<file path="src/hw/rtl/lfr_pkg.sv">
`timescale 1ns / 1ps
`default_nettype none

package lfr_pkg;

    localparam int DEF_MAX_GROUPS = 64;
    localparam int LABEL_W        = 32;
    localparam int GROUP_W        = 7;

    // controller -> datapath
    typedef struct packed {
        logic load;     // capture input transfer, restart the scan
        logic read;     // issue table read at scan index
        logic step;     // advance scan index
        logic hit;      // record match at scan index
        logic finish;   // form result, update table and count
    } lfr_cmd_t;

    // datapath -> controller
    typedef struct packed {
        logic used_zero;   // table empty
        logic match;       // table read data equals held label
        logic last_entry;  // scan index is the last valid entry
        logic out_free;    // output register can take a result this cycle
    } lfr_status_t;

endpackage

`default_nettype wire

</file>
<file path="src/hw/rtl/lfr_ram.sv">
`timescale 1ns / 1ps
`default_nettype none

module lfr_ram #(
    parameter int WIDTH = 32,
    parameter int DEPTH = 64
) (
    input  wire logic                     clk,
    input  wire logic                     wr_en,
    input  wire logic [$clog2(DEPTH)-1:0] wr_addr,
    input  wire logic [WIDTH-1:0]         wr_data,
    input  wire logic                     rd_en,
    input  wire logic [$clog2(DEPTH)-1:0] rd_addr,
    output logic      [WIDTH-1:0]         rd_data
);

    logic [WIDTH-1:0] mem [DEPTH];

    always_ff @(posedge clk)
    begin
        if (wr_en)
        begin
            mem[wr_addr] <= wr_data;
        end
        if (rd_en)
        begin
            rd_data <= mem[rd_addr];
        end
    end

endmodule

`default_nettype wire

</file>
<file path="src/hw/rtl/lfr_ctrl.sv">
`timescale 1ns / 1ps
`default_nettype none

module lfr_ctrl (
    input  wire logic                 clk,
    input  wire logic                 rst_n,
    input  wire logic                 s_tvalid,
    output logic                      s_tready,
    input  wire lfr_pkg::lfr_status_t status,
    output lfr_pkg::lfr_cmd_t         cmd
);

    import lfr_pkg::*;

    localparam logic [1:0] ST_IDLE = 2'd0;
    localparam logic [1:0] ST_RD   = 2'd1;
    localparam logic [1:0] ST_CMP  = 2'd2;
    localparam logic [1:0] ST_DONE = 2'd3;

    logic [1:0] state_reg;
    logic [1:0] state_next;

    always_comb
    begin
        state_next = state_reg;
        cmd        = '0;
        s_tready   = 1'b0;
        unique case (state_reg)
            ST_IDLE:
            begin
                s_tready = 1'b1;
                if (s_tvalid)
                begin
                    cmd.load   = 1'b1;
                    state_next = status.used_zero ? ST_DONE : ST_RD;
                end
            end
            ST_RD:
            begin
                cmd.read   = 1'b1;
                state_next = ST_CMP;
            end
            ST_CMP:
            begin
                priority if (status.match)
                begin
                    cmd.hit    = 1'b1;
                    state_next = ST_DONE;
                end
                else if (status.last_entry)
                begin
                    state_next = ST_DONE;
                end
                else
                begin
                    cmd.step   = 1'b1;
                    state_next = ST_RD;
                end
            end
            ST_DONE:
            begin
                // hold until the output register is free
                if (status.out_free)
                begin
                    cmd.finish = 1'b1;
                    state_next = ST_IDLE;
                end
            end
            default:
            begin
                state_next = ST_IDLE;
            end
        endcase
    end

    always_ff @(posedge clk or negedge rst_n)
    begin
        if (!rst_n)
        begin
            state_reg <= ST_IDLE;
        end
        else
        begin
            state_reg <= state_next;
        end
    end

endmodule

`default_nettype wire

</file>
<file path="src/hw/rtl/lfr_dp.sv">
`timescale 1ns / 1ps
`default_nettype none

module lfr_dp #(
    parameter int MAX_GROUPS = lfr_pkg::DEF_MAX_GROUPS
) (
    input  wire logic                        clk,
    input  wire logic                        rst_n,
    input  wire logic [lfr_pkg::LABEL_W-1:0] in_label,
    input  wire logic                        in_last,
    input  wire lfr_pkg::lfr_cmd_t           cmd,
    output lfr_pkg::lfr_status_t             status,
    input  wire logic                        out_ready,
    output logic                             out_valid,
    output logic [lfr_pkg::GROUP_W-1:0]      out_group,
    output logic                             out_overflow,
    output logic                             out_last
);

    import lfr_pkg::*;

    localparam int AW = $clog2(MAX_GROUPS);
    localparam int CW = $clog2(MAX_GROUPS + 1);

    logic [LABEL_W-1:0] label_reg;
    logic               last_reg;
    logic [CW-1:0]      used_reg;
    logic [CW-1:0]      used_next;
    logic [CW-1:0]      idx_reg;
    logic               found_reg;
    logic [CW-1:0]      grp_reg;

    logic               out_valid_reg;
    logic [GROUP_W-1:0] out_group_reg;
    logic               out_overflow_reg;
    logic               out_last_reg;

    logic [LABEL_W-1:0] rd_data;
    logic               room;
    logic               wr_en;
    logic [CW-1:0]      res_grp;
    logic               res_ovf;

    lfr_ram #(
        .WIDTH(LABEL_W),
        .DEPTH(MAX_GROUPS)
    ) u_table (
        .clk    (clk),
        .wr_en  (wr_en),
        .wr_addr(used_reg[AW-1:0]),
        .wr_data(label_reg),
        .rd_en  (cmd.read),
        .rd_addr(idx_reg[AW-1:0]),
        .rd_data(rd_data)
    );

    assign room = used_reg < CW'(MAX_GROUPS);

    // result of the current item, used on finish
    always_comb
    begin
        wr_en     = 1'b0;
        res_grp   = '0;
        res_ovf   = 1'b0;
        used_next = used_reg;
        priority if (found_reg)
        begin
            res_grp = grp_reg;
        end
        else if (room)
        begin
            wr_en     = cmd.finish;
            res_grp   = used_reg + CW'(1);
            used_next = used_reg + CW'(1);
        end
        else
        begin
            res_ovf = 1'b1;
        end
    end

    assign status.used_zero  = (used_reg == '0);
    assign status.match      = (rd_data == label_reg);
    assign status.last_entry = ((idx_reg + CW'(1)) == used_reg);
    assign status.out_free   = !out_valid_reg || out_ready;

    always_ff @(posedge clk)
    begin
        if (cmd.load)
        begin
            label_reg <= in_label;
            last_reg  <= in_last;
        end
        if (cmd.hit)
        begin
            grp_reg <= idx_reg + CW'(1);
        end
        if (cmd.finish)
        begin
            out_group_reg    <= GROUP_W'(res_grp);
            out_overflow_reg <= res_ovf;
            out_last_reg     <= last_reg;
        end
    end

    always_ff @(posedge clk or negedge rst_n)
    begin
        if (!rst_n)
        begin
            used_reg      <= '0;
            idx_reg       <= '0;
            found_reg     <= 1'b0;
            out_valid_reg <= 1'b0;
        end
        else
        begin
            if (cmd.load)
            begin
                idx_reg   <= '0;
                found_reg <= 1'b0;
            end
            else if (cmd.step)
            begin
                idx_reg <= idx_reg + CW'(1);
            end
            if (cmd.hit)
            begin
                found_reg <= 1'b1;
            end
            if (cmd.finish)
            begin
                used_reg      <= last_reg ? '0 : used_next;
                out_valid_reg <= 1'b1;
            end
            else if (out_ready)
            begin
                out_valid_reg <= 1'b0;
            end
        end
    end

    assign out_valid    = out_valid_reg;
    assign out_group    = out_group_reg;
    assign out_overflow = out_overflow_reg;
    assign out_last     = out_last_reg;

endmodule

`default_nettype wire

</file>
<file path="src/hw/rtl/label_first_occurrence_renumber.sv">
`timescale 1ns / 1ps
`default_nettype none

// Renumbers a stream of 32-bit cluster labels by order of first appearance
// within a vector: the first distinct label gets group 1, the next new one
// group 2, and so on. tlast on the input marks the last label of a vector;
// the table of seen labels is emptied after it, and tlast is copied to the
// result. A new label arriving with MAX_GROUPS groups in use gives group 0
// with the overflow bit set and is not stored. The table lives in a RAM and
// is scanned entry by entry, each entry being read and then compared, so
// the time an item takes grows with the index of the entry it matches or,
// for a new label, with the number of groups in use; one item is in flight
// at a time, and the input is ready again while a finished result waits in the output register.
module label_first_occurrence_renumber #(
    parameter int MAX_GROUPS = lfr_pkg::DEF_MAX_GROUPS
) (
    input  wire logic                        clk,
    input  wire logic                        rst_n,
    input  wire logic                        s_tvalid,
    output logic                             s_tready,
    input  wire logic [lfr_pkg::LABEL_W-1:0] s_tdata,  // [31:0] label
    input  wire logic                        s_tlast,  // last_item
    output logic                             m_tvalid,
    input  wire logic                        m_tready,
    output logic [7:0]                       m_tdata,  // [6:0] group_number, [7] overflow
    output logic                             m_tlast   // last_result
);

    import lfr_pkg::*;

    lfr_cmd_t           cmd;
    lfr_status_t        status;
    logic [GROUP_W-1:0] group_number;
    logic               overflow;

    lfr_ctrl u_ctrl (
        .clk     (clk),
        .rst_n   (rst_n),
        .s_tvalid(s_tvalid),
        .s_tready(s_tready),
        .status  (status),
        .cmd     (cmd)
    );

    lfr_dp #(
        .MAX_GROUPS(MAX_GROUPS)
    ) u_dp (
        .clk         (clk),
        .rst_n       (rst_n),
        .in_label    (s_tdata),
        .in_last     (s_tlast),
        .cmd         (cmd),
        .status      (status),
        .out_ready   (m_tready),
        .out_valid   (m_tvalid),
        .out_group   (group_number),
        .out_overflow(overflow),
        .out_last    (m_tlast)
    );

    assign m_tdata = {overflow, group_number};

endmodule

`default_nettype wire
</file>
<file path="config.mk">
export PLATFORM = sky130hd
export DESIGN_NAME = label_first_occurrence_renumber
export DESIGN_NICKNAME = d
export VERILOG_FILES = /design/src/hw/rtl/lfr_pkg.sv /design/src/hw/rtl/lfr_ram.sv /design/src/hw/rtl/lfr_ctrl.sv /design/src/hw/rtl/lfr_dp.sv /design/src/hw/rtl/label_first_occurrence_renumber.sv
export SDC_FILE = /design/constraint.sdc
export NUM_CORES = 2
export LEC_CHECK = 0
export ABC_AREA = 0
export BUFFER_PORTS_ARGS = -buffer_cell sky130_fd_sc_hd__buf_2
export CAP_MARGIN = 20
export CORE_ASPECT_RATIO = 0.9
export CORE_MARGIN = 10
export CORE_UTILIZATION = 60
export CTS_BUF_LIST = sky130_fd_sc_hd__clkbuf_4
export DETAILED_ROUTE_END_ITERATION = 10
export PLACE_DENSITY = 0.83
export REMOVE_ABC_BUFFERS = 1
export SLEW_MARGIN = 20
export SYNTH_ARGS = -nofsm -noshare
export SYNTH_HDL_FRONTEND = slang
export SYNTH_HIERARCHICAL = 1
export SYNTH_SLANG_ARGS = --single-unit
</file>
<file path="constraint.sdc">
create_clock -name clk -period 11.2 [get_ports clk]
set_clock_uncertainty 0.2 [all_clocks]
set_input_delay 0 -clock clk [delete_from_list [all_inputs] [get_ports clk]]
set_output_delay 0 -clock clk [all_outputs]
set_load 0.01 [all_outputs]
</file>
=== Word-level counts from Yosys, hierarchy flattened ===
Memory sizes are Yosys's and may differ from the RTL's. A register that Yosys moved wholly into a read port is not among the register bits.
Cells that the tools add are included.
W data, S select, Z words.

* Flip-flop bits (word level): 67
* Memory bits (writable): 2048
* Output and inout bits: 11
* Logic and storage cells: 65
* Memories kept: 1

* Add/sub/neg operators: 2
* Order comparisons: 1
* Eq/ne operators: 8
* Mux-type cells: 32
* Reductions and logical operators: 10

{| class="wikitable"
|+ Memory list
! name !! words !! width !! read ports !! clocked after Yosys merged registers in !! wr ports !! RTL line !! RTL
|-
| u_dp.u_table.mem || 64 || 32 || 1 || 1 || 1 || lfr_ram.sv:17 || <nowiki>logic [WIDTH-1:0] mem [DEPTH];</nowiki>
|}

{| class="wikitable"
|+ Operator list
! operator !! count
|-
| $mux W7 || 7
|-
| $eq A32 B32 Y1 || 1
|-
| $mux W1 || 18
|-
| $add A7 B1 Y7 const B || 2
|-
| $mux W2 || 6
|-
| $pmux W2 S4 || 1
|-
| $reduce_bool A2 Y1 || 4
|-
| $eq A7 B7 Y1 || 1
|-
| $logic_not A7 Y1 || 1
|-
| $lt A7 B7 Y1 const B || 1
|-
| $eq A2 B2 Y1 const B || 2
|-
| $ne A2 B2 Y1 const B || 2
|-
| $reduce_and A3 Y1 || 1
|-
| $eq A2 B1 Y1 const B || 1
|-
| $logic_not A2 Y1 || 1
|-
| $ne A2 B1 Y1 const B || 1
|-
| $reduce_and A2 Y1 || 1
|-
| $logic_not A1 Y1 || 1
|-
| $logic_or A1 B1 Y1 || 1
|}

=== Depth between registers and ports, before layout ===
* Depth in word-level cells: 8
* Gate-level depth with buffers: 11
* Mapped depth without buffers: 9

=== Modules after synthesis ===
The synthesis kept the hierarchy.

{| class="wikitable"
|+ By module, submodules not included
! module !! times used !! cells an instance !! area each (um^2)
|-
| lfr_ram || 1 || 3324 || 78835.6
|-
| lfr_dp || 1 || 220 || 2944.1
|-
| lfr_ctrl || 1 || 13 || 135.1
|-
| label_first_occurrence_renumber || 1 || 1 || 7.5
|}

=== Worst setup path after synthesis ===
Ideal clock, no wire load.

* Path type: reg2reg
* Start point: reg u_dp.out_valid_reg (netlist: u_dp/out_valid)
* End point: mem u_dp.u_table.mem[49][0] (enable)
* Setup time: 461 ps
* Arrival time: 3919 ps
* Required time: 10539 ps
* Path slack: 6620 ps
* Cell stages (with the launch flop): 8
* Cells stage by stage: dfrtp_1 -> nand2b_1 -> and3_2 -> inv_1 -> nor3_1 -> nor2b_1 -> nand4_1 -> nor3_1

{| class="wikitable"
|+ RTL lines
! item !! RTL line !! RTL
|-
| start, declared || lfr_dp.sv:33 || <nowiki>logic out_valid_reg;</nowiki>
|-
| start signal, assigned || lfr_dp.sv:113 || <nowiki>out_valid_reg <= 1'b0;</nowiki>
|-
| start signal, assigned || lfr_dp.sv:133 || <nowiki>out_valid_reg <= 1'b1;</nowiki>
|-
| start signal, assigned || lfr_dp.sv:137 || <nowiki>out_valid_reg <= 1'b0;</nowiki>
|-
| end, declared || lfr_ram.sv:17 ||
|}

==> flow_summary.html <==
<table>
<tr><th>Metric</th><th>Value</th></tr>
<tr><th colspan="2">Setup path</th></tr>
<tr><td>Cell with the largest stage delay on the worst path</td><td>sky130_fd_sc_hd__dfrtp_4</td></tr>
<tr><td>Worst path top cell family by delay</td><td>buffers and inverters</td></tr>
<tr><td>Critical path launch point type</td><td>flop</td></tr>
<tr><td>Worst EP required</td><td>12070 ps</td></tr>
<tr><td>Reg2reg path depth</td><td>7</td></tr>
<tr><td>Crit path capture type</td><td>flop</td></tr>
<tr><td>CP Max Fanout</td><td>123</td></tr>
<tr><td>Cell Chain, Critical Path</td><td>buf_4 -&gt; buf_12 -&gt; nor2b_1 -&gt; a22oi_1 -&gt; and3_1 -&gt; o32ai_1 -&gt; nor3_1</td></tr>
<tr><td>R2r setup slk</td><td>5580 ps</td></tr>
<tr><td>Stage delay of the slowest cell on the critical path</td><td>1020 ps</td></tr>
<tr><td>End of the worst register-to-register path</td><td>u_dp/u_table/rd_data[17]</td></tr>
<tr><td>Number of buffers and inverters on the critical path</td><td>2</td></tr>
<tr><td>Crit Reg-Reg Startpoint</td><td>u_dp/idx_reg[1]</td></tr>
<tr><td>CP Data Arrival Time</td><td>6490 ps</td></tr>
<tr><td>Critical path start-end classification</td><td>reg -&gt; reg</td></tr>
<tr><th colspan="2">Yosys</th></tr>
<tr><td>Synth top area share</td><td>78.04%</td></tr>
<tr><td>Most used flip-flop cell after synthesis</td><td>sky130_fd_sc_hd__edfxtp_1</td></tr>
<tr><td>Syn Inst Count</td><td>3558</td></tr>
<tr><td>Number of warnings reported in the yosys synthesis log</td><td>6</td></tr>
<tr><td>Sequential fraction of the synthesis area</td><td>78.59%</td></tr>
<tr><td>Top-count cell post-synth</td><td>sky130_fd_sc_hd__edfxtp_1</td></tr>
<tr><td>Leading post-synthesis cells by cell area</td><td>sky130_fd_sc_hd__edfxtp_1 78%, sky130_fd_sc_hd__mux4_2 15%, sky130_fd_sc_hd__mux2i_1 1.1%</td></tr>
<tr><td>Combined area of all synthesized cells</td><td>81920 µm²</td></tr>
<tr><td>Cell accounting for the most synthesized area</td><td>sky130_fd_sc_hd__edfxtp_1</td></tr>
<tr><td>Yosys cell types</td><td>52</td></tr>
<tr><td>Synthesized flop and latch total</td><td>2147</td></tr>
<tr><td>Average cell area after synthesis</td><td>23.02 µm²</td></tr>
<tr><td>Number of enable flip-flop cells after synthesis</td><td>2129</td></tr>
<tr><td>Top cells by instance count after synthesis</td><td>2129 x sky130_fd_sc_hd__edfxtp_1, 544 x sky130_fd_sc_hd__mux4_2, 151 x sky130_fd_sc_hd__nor2_1</td></tr>
<tr><td>Synth async-reset ratio</td><td>0.8384%</td></tr>
<tr><th colspan="2">Drt</th></tr>
<tr><td>Routed Antenna Nets</td><td>0</td></tr>
<tr><td>Total number of vias</td><td>42930</td></tr>
<tr><td>Number of detailed-routing iterations run before antenna repair</td><td>6</td></tr>
<tr><td>Total wirelength of the detailed-routed design</td><td>215.9 mm</td></tr>
<tr><td>Average vias per placed instance</td><td>6.795</td></tr>
<tr><td>Detailed router's first-iteration violation count</td><td>7114</td></tr>
<tr><td>Count of unresolved DRC violations after routing</td><td>0</td></tr>
<tr><td>Wire length per cell</td><td>34.18 µm</td></tr>
<tr><th colspan="2">Timing</th></tr>
<tr><td>Highest clock frequency the design can meet</td><td>177.8 MHz</td></tr>
<tr><td>Crit share post-route</td><td>50.22%</td></tr>
<tr><td>Max-slew violation total from the final report</td><td>0</td></tr>
<tr><td>Worst Max-Slew Pin Slew</td><td>1270 ps</td></tr>
<tr><td>Slew Limit Headroom</td><td>15.09%</td></tr>
<tr><td>Number of hold-slack violations in the final timing report</td><td>0</td></tr>
<tr><td>Min Clock Period, post-route</td><td>5625 ps</td></tr>
<tr><td>Worst setup slack after layout</td><td>5575 ps</td></tr>
<tr><td>RSZ-0062 raised after global routing</td><td>false</td></tr>
<tr><td>Worst hold margin</td><td>207.2 ps</td></tr>
<tr><td>Total of endpoints with negative setup slack in the final report</td><td>0</td></tr>
<tr><th colspan="2">Die</th></tr>
<tr><td>Boundary pin count</td><td>48</td></tr>
<tr><td>Core area</td><td>135500 µm²</td></tr>
<tr><td>Die W</td><td>409.5 µm</td></tr>
<tr><td>Core Rows</td><td>128</td></tr>
<tr><td>Area of the die</td><td>151700 µm²</td></tr>
<tr><td>Floorplan die height</td><td>370.5 µm</td></tr>
<tr><td>Initial Utilization</td><td>60.46%</td></tr>
<tr><th colspan="2">Hold path</th></tr>
<tr><td>Class of the tightest hold or removal check</td><td>in -&gt; reg</td></tr>
<tr><td>Worst Min Path Start</td><td>s_tdata[5]</td></tr>
<tr><td>Hold path cells</td><td>4</td></tr>
<tr><td>WHS Endpoint</td><td>u_dp/label_reg[5]</td></tr>
<tr><th colspan="2">Global routing</th></tr>
<tr><td>Total grt overflow</td><td>0</td></tr>
<tr><td>Via count of the first global-routing pass</td><td>44440</td></tr>
<tr><td>Global-route wire length before repair</td><td>309.7 mm</td></tr>
<tr><td>Pin count of the biggest net entering global routing</td><td>124</td></tr>
<tr><td>Antenna violations before repair</td><td>9</td></tr>
<tr><td>Global routing usage summed across all routing layers</td><td>28.54%</td></tr>
<tr><th colspan="2">Power</th></tr>
<tr><td>Worst IR Drop VDD</td><td>0.2135 mV</td></tr>
<tr><td>PnR Total Power</td><td>20.02 mW</td></tr>
<tr><td>Static leakage power</td><td>29.05 nW</td></tr>
<tr><td>Power density over the cells</td><td>217.1 nW/µm²</td></tr>
<tr><th colspan="2">Placed design</th></tr>
<tr><td>Placed Instances</td><td>5379</td></tr>
<tr><td>Worst slack, placed</td><td>5882 ps</td></tr>
<tr><td>Count of input and output buffers</td><td>47</td></tr>
<tr><td>Final HPWL DP</td><td>113.6 mm</td></tr>
<tr><td>Placer Congestion</td><td>0.8733</td></tr>
<tr><th colspan="2">Cells and area</th></tr>
<tr><td>Area added between synthesis and finish</td><td>12.57%</td></tr>
<tr><td># nets final</td><td>4201</td></tr>
<tr><td>Utilization after layout</td><td>68.06%</td></tr>
<tr><td>Fraction of final layout cells sized beyond drive strength 1</td><td>34.82%</td></tr>
<tr><td>Post-route non-filler standard cell count</td><td>6318</td></tr>
<tr><td>Flip-flop count of the largest register, all copies and words added</td><td>2048</td></tr>
<tr><th colspan="2">Clock network</th></tr>
<tr><td>CTS Buffer Depth</td><td>4</td></tr>
<tr><td>TritonCTS clock tree</td><td>yes</td></tr>
<tr><td>Inserted Clock Buffers</td><td>487</td></tr>
<tr><td>Clock slew seen by the registers of the worst setup and hold paths</td><td>70 ps</td></tr>
<tr><td>Root Driver</td><td>sky130_fd_sc_hd__clkbuf_4</td></tr>
<tr><td>Clock Sink Count</td><td>2147</td></tr>
<tr><td>Post-CTS sizing</td><td>0</td></tr>
<tr><td>Deepest level of the CTS H-tree</td><td>5</td></tr>
<tr><td>Latest clock arrival within the worst-skew pair</td><td>1400 ps</td></tr>
<tr><th colspan="2">Flow run</th></tr>
<tr><td>Max cap viols</td><td>0</td></tr>
<tr><th colspan="2">Outcome</th></tr>
<tr><td>Run status</td><td>completed</td></tr>
</table>
[area by class of cell]
type,instances,area (µm²)
antenna,6,15.01
multi-input combinational,1209,17050
clock buffer,727,5458
clock inverter,94,450.4
tap,1820,2277
fill,7907,43270
sequential,2147,64400
timing repair buffer,307,2539
inverter,8,30.03
[per-stage QoR]
step	TNS [ps]	cell area (µm²)
6_report	0	92220
5_1_grt	0	92210
4_1_cts	0	92180
3_5_place_dp	0	85160
3_3_place_gp	0	85160
2_1_floorplan	-480000	80970
[kinds of logic after synthesis]
logic type      after synthesis  share of synthesized area (%)
flops                      2147                          78.59
mux                         639                          16.12
buf+inv                     202                          1.197
fa+ha+maj                     4                        0.06109
compound gates              224                          1.785
xor+xnor                     57                         0.6186
simple gates                285                          1.631
[layer usage]
layer  GRT usage [%]  up-vias  share of wire, %
met5               0        -             0.068
met1           36.22    21700                32
met2           44.05     3923                47
li1                -    16610                 -
met3           8.895      688                15
met4           16.32       10               6.0
[cells in the final DEF (no fill, tap or decap), drive strengths merged, types with 10 or more instances in the layout]
cell / instances
edfxtp: 2129
clkbuf: 727
mux4: 544
buf: 196
nor2: 151
dlygate4sd3: 111
mux2i: 94
clkinv: 89
o22ai: 85
a21oi: 64
xor2: 46
nand2: 39
o221ai: 27
dfrtp: 18
nor2b: 16
a22oi: 12
nor3: 12
xnor2: 11
nand2b: 10
nor4: 10
[power breakdown]
group | internal [mW] | switching (mW) | total, mW
registers | 9.28 | 0.245 | 9.52
clock network | 3.00 | 2.93 | 5.93
logic | 1.98 | 2.59 | 4.57
total | 14.3 | 5.77 | 20.0
[worst max-delay path by stage]
| stage | start | endpoint | slack, ps | depth (start not counted) |
|---|---|---|---|---|
| global placement | u_dp/idx_reg[0] | u_dp/u_table/rd_data[29] | 5940 | 7 |
| global route | u_dp/idx_reg[1] | u_dp/u_table/rd_data[17] | 5640 | 7 |
| detailed placement | u_dp/idx_reg[0] | u_dp/u_table/rd_data[29] | 5880 | 7 |
| floorplan | u_dp/idx_reg[0] | u_dp/u_table/rd_data[29] | -11690 | 5 |
| CTS | u_dp/idx_reg[0] | u_dp/u_table/rd_data[29] | 5840 | 7 |
| finish | u_dp/idx_reg[1] | u_dp/u_table/rd_data[17] | 5580 | 7 |
[tightest hold or removal path, cell delays in order]
cell	delay, ps
sky130_fd_sc_hd__dlygate4sd3_1	520
sky130_fd_sc_hd__dlygate4sd3_1	550
sky130_fd_sc_hd__buf_2	100
sky130_fd_sc_hd__dlygate4sd3_1	530
[what timing repair did]
action                     CTS  global route
hold endpoints to repair   111             0
hold buffers               111             0
setup endpoints to repair    0             0
buffers inserted             0             0
Note: power is estimated with default switching activity, not from simulation.
